<file path="config.mk">
export PLATFORM = sky130hd
export DESIGN_NAME = alc_lct_header_parser
export DESIGN_NICKNAME = d
export VERILOG_FILES = /design/src/hdl/alh_pkg.sv /design/src/hdl/alh_core.sv /design/src/hdl/alc_lct_header_parser.sv
export SDC_FILE = /design/constraint.sdc
export NUM_CORES = 1
export LEC_CHECK = 0
export BUFFER_PORTS_ARGS = -buffer_cell sky130_fd_sc_hd__buf_2
export CORE_ASPECT_RATIO = 0.7
export CORE_MARGIN = 8
export CORE_UTILIZATION = 45
export DETAILED_ROUTE_END_ITERATION = 16
export PLACE_DENSITY = 0.61
export SYNTH_ARGS = -nofsm -noshare
export SYNTH_HDL_FRONTEND = slang
export SYNTH_SLANG_ARGS = --single-unit
</file>
<file path="constraint.sdc">
create_clock -name i_clk -period 30.6 [get_ports i_clk]
set_clock_uncertainty 0.05 [all_clocks]
set_input_delay 3.06 -clock i_clk [delete_from_list [all_inputs] [get_ports i_clk]]
set_output_delay 3.06 -clock i_clk [all_outputs]
set_load 0.03 [all_outputs]
</file>
<file path="src/hdl/alh_pkg.sv">
// Package for the LCT/ALC header parser: phase type, status codes, field widths.
// No dependencies.
`timescale 1ns / 1ps
package alh_pkg;

    localparam int MaxHeaderWords = 255;

    typedef enum logic [2:0] {
        PH_IDLE, PH_FIXED, PH_HET, PH_HEL, PH_BODY, PH_SKIP
    } t_phase;

    localparam logic [3:0] ST_OK       = 4'd0;
    localparam logic [3:0] ST_SHORT    = 4'd1;
    localparam logic [3:0] ST_VERSION  = 4'd2;
    localparam logic [3:0] ST_CCI      = 4'd3;
    localparam logic [3:0] ST_NO_TSI   = 4'd4;
    localparam logic [3:0] ST_NO_TOI   = 4'd5;
    localparam logic [3:0] ST_TOI_LONG = 4'd6;
    localparam logic [3:0] ST_CODEPT   = 4'd7;
    localparam logic [3:0] ST_FTI_LEN  = 4'd8;
    localparam logic [3:0] ST_FLUTE    = 4'd9;

    localparam logic [7:0] HET_FTI  = 8'd64;
    localparam logic [7:0] HET_FDT  = 8'd192;
    localparam logic [7:0] HET_CENC = 8'd193;

    typedef struct packed {
        logic [3:0]  status;
        logic [47:0] session_id;
        logic [63:0] object_id;
        logic        close_session;
        logic        fdt_present;
        logic [19:0] fdt_instance;
        logic [47:0] xfer_length;
        logic [15:0] symbol_length;
        logic [31:0] max_block_length;
        logic [1:0]  content_coding;
        logic [9:0]  header_bytes;
    } t_result;

endpackage

</file>
<file path="src/hdl/alh_core.sv">
// Per-byte parse state and result formation for the LCT/ALC header parser.
// Depends on alh_pkg.
`timescale 1ns / 1ps
module alh_core (
    input  logic              i_clk,
    input  logic              i_rst_n,
    input  logic              i_valid,
    input  logic [7:0]        i_byte,
    input  logic              i_first,
    input  logic              i_last,
    output logic              o_emit,
    output alh_pkg::t_result  o_result
);
    import alh_pkg::*;

    logic [9:0]  r_pos, n_pos;
    t_phase      r_phase, n_phase;
    logic [31:0] r_w0, n_w0;
    logic [63:0] r_shift, n_shift;
    logic [9:0]  r_rem, n_rem;
    logic [7:0]  r_etype, n_etype;
    logic [9:0]  r_left, n_left;
    logic [47:0] r_tsi, n_tsi;
    logic [63:0] r_toi, n_toi;
    logic [20:0] r_fdt, n_fdt;
    logic [47:0] r_tlen, n_tlen;
    logic [15:0] r_slen, n_slen;
    logic [31:0] r_mbl, n_mbl;
    logic [1:0]  r_cenc, n_cenc;

    always_comb begin
        logic       s, h, a, run, fin, lastv;
        logic [1:0] o;
        logic [3:0] st;
        logic [3:0] fw;
        logic [4:0] tsil, toil;
        logic [7:0] hw;
        logic [9:0] idx, lft;
        logic [63:0] fs;
        logic [31:0] w0;
        t_phase      ph;
        n_pos = r_pos; n_phase = r_phase; n_w0 = r_w0; n_shift = r_shift;
        n_rem = r_rem; n_etype = r_etype; n_left = r_left; n_tsi = r_tsi;
        n_toi = r_toi; n_fdt = r_fdt; n_tlen = r_tlen; n_slen = r_slen;
        n_mbl = r_mbl; n_cenc = r_cenc;
        s = 1'b0; o = 2'd0; h = 1'b0; a = 1'b0; fw = 4'd0; hw = 8'd0;
        tsil = '0; toil = '0; idx = '0; lft = '0; fs = '0;
        fin = 1'b0; st = ST_OK; run = 1'b0;
        lastv = i_last;
        w0 = r_w0; ph = r_phase;
        if (i_valid) begin
            if (i_first) begin
                run = 1'b1; ph = PH_FIXED; w0 = '0;
                n_pos = '0; n_w0 = '0; n_shift = '0; n_rem = '0; n_etype = '0;
                n_left = '0; n_tsi = '0; n_toi = '0; n_fdt = '0; n_tlen = '0;
                n_slen = '0; n_mbl = '0; n_cenc = '0;
            end else if (r_phase == PH_SKIP) begin
                if (i_last) n_phase = PH_IDLE;
            end else if (r_phase != PH_IDLE) begin
                run = 1'b1;
            end
        end
        if (run) begin
            n_phase = ph;
            s = w0[23]; o = w0[22:21]; h = w0[20];
            fw = 4'd2 + {3'd0, s} + {2'd0, o} + {3'd0, h};
            if (i_first) begin
                n_pos = '0;
            end
            case (ph)
                PH_FIXED: begin
                    if (i_first || r_pos < 10'd4) n_w0 = {w0[23:0], i_byte};
                    if (i_first || r_pos == 10'd0) begin
                        if (i_byte[7:4] != 4'd1) begin
                            fin = 1'b1; st = ST_VERSION;
                        end else if (i_byte[3:2] != 2'd0) begin
                            fin = 1'b1; st = ST_CCI;
                        end
                    end else if (r_pos == 10'd1) begin
                        a = i_byte[1];
                        if (!i_byte[4] && !i_byte[7]) begin
                            fin = 1'b1; st = ST_NO_TSI;
                        end else if (!a && !i_byte[4] && i_byte[6:5] == 2'd0) begin
                            fin = 1'b1; st = ST_NO_TOI;
                        end else if (i_byte[6:5] == 2'd3 ||
                                     (i_byte[6:5] == 2'd2 && i_byte[4])) begin
                            fin = 1'b1; st = ST_TOI_LONG;
                        end
                    end else if (r_pos == 10'd3) begin
                        hw = w0[7:0];
                        if (i_byte != 8'd0) begin
                            fin = 1'b1; st = ST_CODEPT;
                        end else if ({4'd0, hw} < {4'd0, fw} ||
                                     32'(hw) > 32'(MaxHeaderWords)) begin
                            fin = 1'b1; st = ST_SHORT;
                        end else begin
                            n_rem = {hw, 2'b00} - 10'd4;
                        end
                    end else if (r_pos >= 10'd8) begin
                        tsil = {1'b0, s, 2'b00} + {3'd0, h, 1'b0};
                        toil = {o, 2'b00} + {3'd0, h, 1'b0};
                        if (r_pos < 10'd8 + 10'(tsil))
                            n_tsi = {r_tsi[39:0], i_byte};
                        else if (r_pos < 10'd8 + 10'(tsil) + 10'(toil))
                            n_toi = {r_toi[55:0], i_byte};
                    end
                end
                PH_HET: begin
                    n_etype = i_byte; n_shift = '0;
                    if (i_byte < 8'd128) n_phase = PH_HEL;
                    else begin
                        n_left = 10'd3; n_phase = PH_BODY;
                    end
                end
                PH_HEL: begin
                    if (r_etype == HET_FTI && i_byte != 8'd4) begin
                        fin = 1'b1; st = ST_FTI_LEN;
                    end else begin
                        n_left = (i_byte == 8'd0) ? 10'd2 : {i_byte, 2'b00} - 10'd2;
                        n_phase = PH_BODY;
                    end
                end
                default: begin
                    fs = {r_shift[55:0], i_byte};
                    n_shift = fs;
                    if (r_etype == HET_FDT && r_left == 10'd3 && i_byte[7:4] > 4'd2) begin
                        fin = 1'b1; st = ST_FLUTE;
                    end else begin
                        if (r_etype == HET_CENC && r_left == 10'd3 && i_byte <= 8'd3)
                            n_cenc = i_byte[1:0];
                        if (r_etype == HET_FTI) begin
                            idx = 10'd16 - r_left;
                            if (idx == 10'd7) n_tlen = fs[47:0];
                            else if (idx == 10'd11) n_slen = fs[15:0];
                            else if (idx == 10'd15) n_mbl = fs[31:0];
                        end
                        lft = r_left - 10'd1;
                        n_left = lft;
                        if (lft == 10'd0) begin
                            if (r_etype == HET_FDT) n_fdt = {1'b1, fs[19:0]};
                            n_phase = PH_HET;
                        end
                    end
                end
            endcase
            if (!fin) begin
                n_pos = (i_first ? 10'd0 : r_pos) + 10'd1;
                if (!i_first && r_pos > 10'd3) begin
                    n_rem = r_rem - 10'd1;
                    if (n_rem == 10'd0) begin
                        fin = 1'b1; st = ST_OK;
                    end else if (n_phase == PH_FIXED &&
                                 r_pos + 10'd1 == {4'd0, fw, 2'b00}) begin
                        n_phase = PH_HET;
                    end
                end
                if (!fin && i_last) begin
                    fin = 1'b1; st = ST_SHORT;
                end
            end
            if (fin) n_phase = lastv ? PH_IDLE : PH_SKIP;
        end
        o_emit = fin;
        o_result = '0;
        o_result.status = st;
        if (st == ST_OK) begin
            o_result.session_id       = n_tsi;
            o_result.object_id        = n_toi;
            o_result.close_session    = n_w0[17];
            o_result.fdt_present      = n_fdt[20];
            o_result.fdt_instance     = n_fdt[19:0];
            o_result.xfer_length      = n_tlen;
            o_result.symbol_length    = n_slen;
            o_result.max_block_length = n_mbl;
            o_result.content_coding   = n_cenc;
            o_result.header_bytes     = {n_w0[15:8], 2'b00};
        end
    end

    always_ff @(posedge i_clk) begin
        if (!i_rst_n) begin
            r_phase <= PH_IDLE;
            r_pos <= '0; r_w0 <= '0; r_shift <= '0; r_rem <= '0; r_etype <= '0;
            r_left <= '0; r_tsi <= '0; r_toi <= '0; r_fdt <= '0; r_tlen <= '0;
            r_slen <= '0; r_mbl <= '0; r_cenc <= '0;
        end else begin
            r_phase <= n_phase;
            r_pos <= n_pos; r_w0 <= n_w0; r_shift <= n_shift; r_rem <= n_rem;
            r_etype <= n_etype; r_left <= n_left; r_tsi <= n_tsi; r_toi <= n_toi;
            r_fdt <= n_fdt; r_tlen <= n_tlen; r_slen <= n_slen; r_mbl <= n_mbl;
            r_cenc <= n_cenc;
        end
    end
endmodule

</file>
<file path="src/hdl/alc_lct_header_parser.sv">
// Top level of the LCT/ALC header parser: input register, parse core, output skid.
// Depends on alh_pkg and alh_core.
// Result path: the byte that ends the header passes the input register, then the
// core into the output register (or into the skid while the output is stalled).
// Throughput: one byte per cycle; s_axis_tready drops while the skid holds a
// result, or while the output is stalled and a result is forming.
// Reset: synchronous, active low; parse phase idle, no result pending.
`timescale 1ns / 1ps
module alc_lct_header_parser (
    input  logic         i_clk,
    input  logic         i_rst_n,
    input  logic         s_axis_tvalid,
    output logic         s_axis_tready,
    input  logic [7:0]   s_axis_tdata,  // data_byte
    input  logic         s_axis_tuser,  // first_byte
    input  logic         s_axis_tlast,  // last_byte
    output logic         m_axis_tvalid,
    input  logic         m_axis_tready,
    // status, session_id, object_id, close_session, fdt_present, fdt_instance,
    // xfer_length, symbol_length, max_block_length, content_coding,
    // header_bytes, zero fill to 248 bits
    output logic [247:0] m_axis_tdata
);
    import alh_pkg::*;

    logic        r_in_v;
    logic [7:0]  r_in_b;
    logic        r_in_f, r_in_l;
    logic        w_emit;
    t_result     w_res;
    logic        r_out_v, r_skid_v;
    logic [245:0] r_out_d, r_skid_d;
    logic [245:0] w_pack;

    // accept only if the beat's possible result is sure to find a free slot
    assign s_axis_tready = !r_skid_v && !(r_out_v && !m_axis_tready && w_emit);

    alh_core u_core (
        .i_clk    (i_clk),
        .i_rst_n  (i_rst_n),
        .i_valid  (r_in_v),
        .i_byte   (r_in_b),
        .i_first  (r_in_f),
        .i_last   (r_in_l),
        .o_emit   (w_emit),
        .o_result (w_res)
    );

    assign w_pack = {w_res.header_bytes, w_res.content_coding, w_res.max_block_length,
                     w_res.symbol_length, w_res.xfer_length, w_res.fdt_instance,
                     w_res.fdt_present, w_res.close_session, w_res.object_id,
                     w_res.session_id, w_res.status};

    always_ff @(posedge i_clk) begin
        if (!i_rst_n) begin
            r_in_v <= 1'b0; r_out_v <= 1'b0; r_skid_v <= 1'b0;
        end else begin
            r_in_v <= s_axis_tvalid && s_axis_tready;
            if (!r_out_v || m_axis_tready) begin
                if (r_skid_v) begin
                    r_out_v <= 1'b1; r_out_d <= r_skid_d;
                    r_skid_v <= 1'b0;
                    if (w_emit) begin
                        r_skid_v <= 1'b1; r_skid_d <= w_pack;
                    end
                end else begin
                    r_out_v <= w_emit; r_out_d <= w_pack;
                end
            end else if (w_emit) begin
                r_skid_v <= 1'b1; r_skid_d <= w_pack;
            end
        end
        r_in_b <= s_axis_tdata;
        r_in_f <= s_axis_tuser;
        r_in_l <= s_axis_tlast;
    end

    assign m_axis_tvalid = r_out_v;
    assign m_axis_tdata  = {2'b00, r_out_d};
endmodule
</file>
==> results.md <==
## Critical path
- **register-to-register setup slack** 22450 ps
- **nature of the critical path endpoint** primary output
- **cell with the largest stage delay on the worst path** o31ai_1
- **buffer and inverter count on the worst path** 2
- **critical path class** reg2out
- **logic depth of the worst register-to-register path** 17
- **beginning of the critical path** r_in_f$_DFF_P_
- **launch instance of the worst register-to-register path** r_in_f$_DFF_P_
- **CP Data Arrival Time** 6140 ps
- **critical path cell sequence** nand2_4 -> buf_4 -> nand2_1 -> fa_1 -> ha_1 -> ha_1 -> o211ai_1 -> a31oi_1 -> o21bai_1 -> a21oi_1 -> o21ai_0 -> o31ai_1 -> o21a_1 -> buf_2
- **Worst EP required** 27490 ps
- **critical path fanouts, max** 77
- **crit-path leading delay family** compound AO/OA/AOI/OAI gates
- **startpoint class of the critical path** flip-flop
- **count of cell instances traversed by the critical path** 14
- **maximum cell stage delay along the critical path** 710 ps
- **most frequent CP cell** ha_1

## Timing
- **final hold vios** 0
- **period utilisation layout** 30.2%
- **timing-limited maximum frequency** 108 MHz
- **Final setup violation count** 0
- **total count of max-transition violations in the final report** 0
- **setup repair after global routing missed its margin** no
- **final critical-path required period** 9250 ps
- **Setup TNS Final** 0 ps
- **measured slew at the worst slew-check pin** 1190 ps
- **max_slew headroom** 21.0%

## Clock tree
- **number of levels the H-tree was split into** 3
- **Hold-fix buffers, CTS** 0
- **clock-pin slew of the registers on the worst-case setup and hold paths** 70 ps
- **Clock Root Buffer** clkbuf_16
- **clock tree from TritonCTS** built
- **post-CTS setup-driven buffer insertion count** 0
- **number of CTS-inserted buffers** 83
- **post-cts gate resize count** 0
- **buffer depth of the longest clock path** 3
- **number of clock sinks** 834
- **clock latency at the later pin of the worst-skew pair** 660 ps

## Cells and area
- **relative area change from synthesis to final layout** 13.0%
- **share of cells above drive strength 1** 17.6%
- **Fill cells** 6955
- **diodes inserted** 0
- **Layout Nets** 3504

## Min path
- **Worst Hold Class** reg2reg
- **beginning of the worst hold path** u_core.r_w0[13]$_SDFF_PN0_
- **WHS Path Cells** 2

## Global route
- **largest net degree at the start of global routing** 166
- **GR Overflow Total** 0
- **global-route wire length before repair** 139000 um
- **GR Util All Layers** 19.9%
- **antenna violations before repair** 4
- **number of global-route vias before repair** 22789

## Place
- **I/O Buffers** 259
- **global placer's final weighted congestion** 0.860
- **detailed placement HPWL** 53300 um

## Synth
- **Yosys Warn Count** 0
- **sequential cell area fraction in the yosys report** 61.9%
- **predominant post-synthesis flop cell** edfxtp_1
- **ys async rst share** 0%
- **cell types occupying the most area after synthesis** edfxtp_1, dfxtp_1, nor2_1, o31ai_2, nand2_1
- **syn_area_per_cell** 10.4 um^2
- **Gate Count Post-Synth** 3360
- **Yosys cell types** 86
- **proportion of netlist area held by the largest area contributor** 42.1%
- **Post-Synthesis Cell Area** 34800 um^2
- **number of flops mapped to enable cells by yosys** 488
- **Yosys reg bits** 834
- **dominant cell type by area after synthesis** edfxtp_1

## Drt
- **via count** 24778
- **Post-DRT Antenna Nets** 0
- **DR pass1 iterations** 6
- **DR vias/cell** 5.40
- **DRC errors left** 0
- **drt first-iter violations** 2484
- **routed wire length** 89500 um
- **routed wire length per instance** 19.5 um

## Floorplan
- **core box area** 76800 um^2
- **number of placed I/O pins** 264
- **Die Span X** 349 um
- **Die Span Y** 249 um
- **starting utilization of the core area** 45.4%
- **full die area** 86700 um^2
- **site row count** 85

## Pwr
- **total power of the final layout** 2.39 mW
- **power density over cell area** 60.6 nW/um^2
- **worst-case vdd ir drop** 0.0000519 V
- **static power due to leakage** 15.6 nW

## Job
- **Max Cap Violations** 0

## Run status
- **run status** finished clean

==> registers in the layout (all words and copies together) (netlist names), 3 cells and up <==
| register | flops |
|---|---|
| u_core.r_toi | 64 |
| u_core.r_phase | 3 |
| u_core.r_w0 | 21 |
| u_core.r_tsi | 48 |
| r_out_d | 244 |
| u_core.r_pos | 10 |
| u_core.r_shift | 40 |
| u_core.r_rem | 10 |
| u_core.r_left | 10 |
| u_core.r_tlen | 48 |
| u_core.r_fdt | 21 |
| u_core.r_slen | 16 |
| u_core.r_etype | 8 |
| u_core.r_mbl | 32 |
| r_skid_d | 244 |
| r_in_b | 8 |
==> tightest hold or removal path, delay by kind of cell (launching register included) <==
| family | cells | cell delay [ps] |
|---|---|---|
| and+or+nand+nor | 1 | 50 |
| DFF | 1 | 310 |
| AOI/OAI and AO/OA | 1 | 50 |
==> power breakdown <==
group / total [mW] / switching [mW] / internal, mW
Sequential: 1.21 / 0.0113 / 1.20
Clock: 1.07 / 0.440 / 0.627
Combinational: 0.111 / 0.0893 / 0.0214
==> cell families after synthesis <==
logic type	after synthesis	share of synthesized area (%)
other	1	0.0108
DFF	834	61.9
xor gates and xnor gates	24	0.603
muxes	10	0.287
adders and majority gates	21	0.768
and+or+nand+nor	1470	17.7
AOI/OAI and AO/OA	696	14.5
buffers and inverters	304	4.20
==> final timing paths <==
path,to
max,s_axis_tready
max reg2reg,r_out_d[85]$_DFFE_PP_
min,u_core.r_w0[21]$_SDFF_PN0_
min reg2reg,u_core.r_w0[21]$_SDFF_PN0_
==> placed cells by master (no fill, tap or decap), types with 52 or more instances in the layout <==
master	count
nor2_1	745
nand2_1	489
a21oi_1	285
and3_1	52
buf_2	259
clkbuf_16	87
o21ai_0	96
dfxtp_1	343
edfxtp_1	488
o31ai_2	157
==> cells in the mapped netlist (11+ instances only) <==
master / count
nor3_1: 35
dfxtp_1: 346
nand4_1: 13
clkbuf_1: 196
xnor2_1: 14
o21ai_0: 96
o31ai_2: 157
ha_1: 19
a21oi_1: 285
o21ai_1: 21
inv_1: 30
a31oi_1: 15
buf_6: 20
buf_2: 20
nor2_1: 748
nand3_1: 42
a22oi_1: 41
buf_4: 32
nor4_1: 18
nand2_1: 490
edfxtp_1: 488
o31ai_1: 11
and3_1: 53
==> through the flow <==
step           cells  instance area, um^2  hold WS [ps]  utilization (%)  worst slack (ps)
6_report        4585                39400           393             51.3             21350
3_3_place_gp    4429                36500           389             47.5             22170
2_1_floorplan   3363                34900           382                -              7700
4_1_cts         4585                39400           405             51.3             21380
5_1_grt         4585                39400           419             51.3             20850
3_5_place_dp    4429                36500           398             47.5             22090
==> routing by layer <==
metal	global-route usage [%]	vias up	routed length [um]	share of wire, %
met2	28.3	717	37900	42
li1	-	11929	-	-
met3	3.77	116	5370	6.0
met5	0	-	0	0
met4	4.67	0	1720	1.9
met1	31.0	12016	44600	50
==> final cells by class <==
type                    instances  area (um^2)  area share [%]
flip-flops and latches        834        21600            54.8
multi-input cells            2225        11900            30.2
clock buffers                 120         2410            6.12
repair buffers                295         1600            4.07
well taps                    1044         1310            3.32
clock inverters                36          454            1.15
inverters                      31          124           0.315
Power figures use the tool's default switching activity.
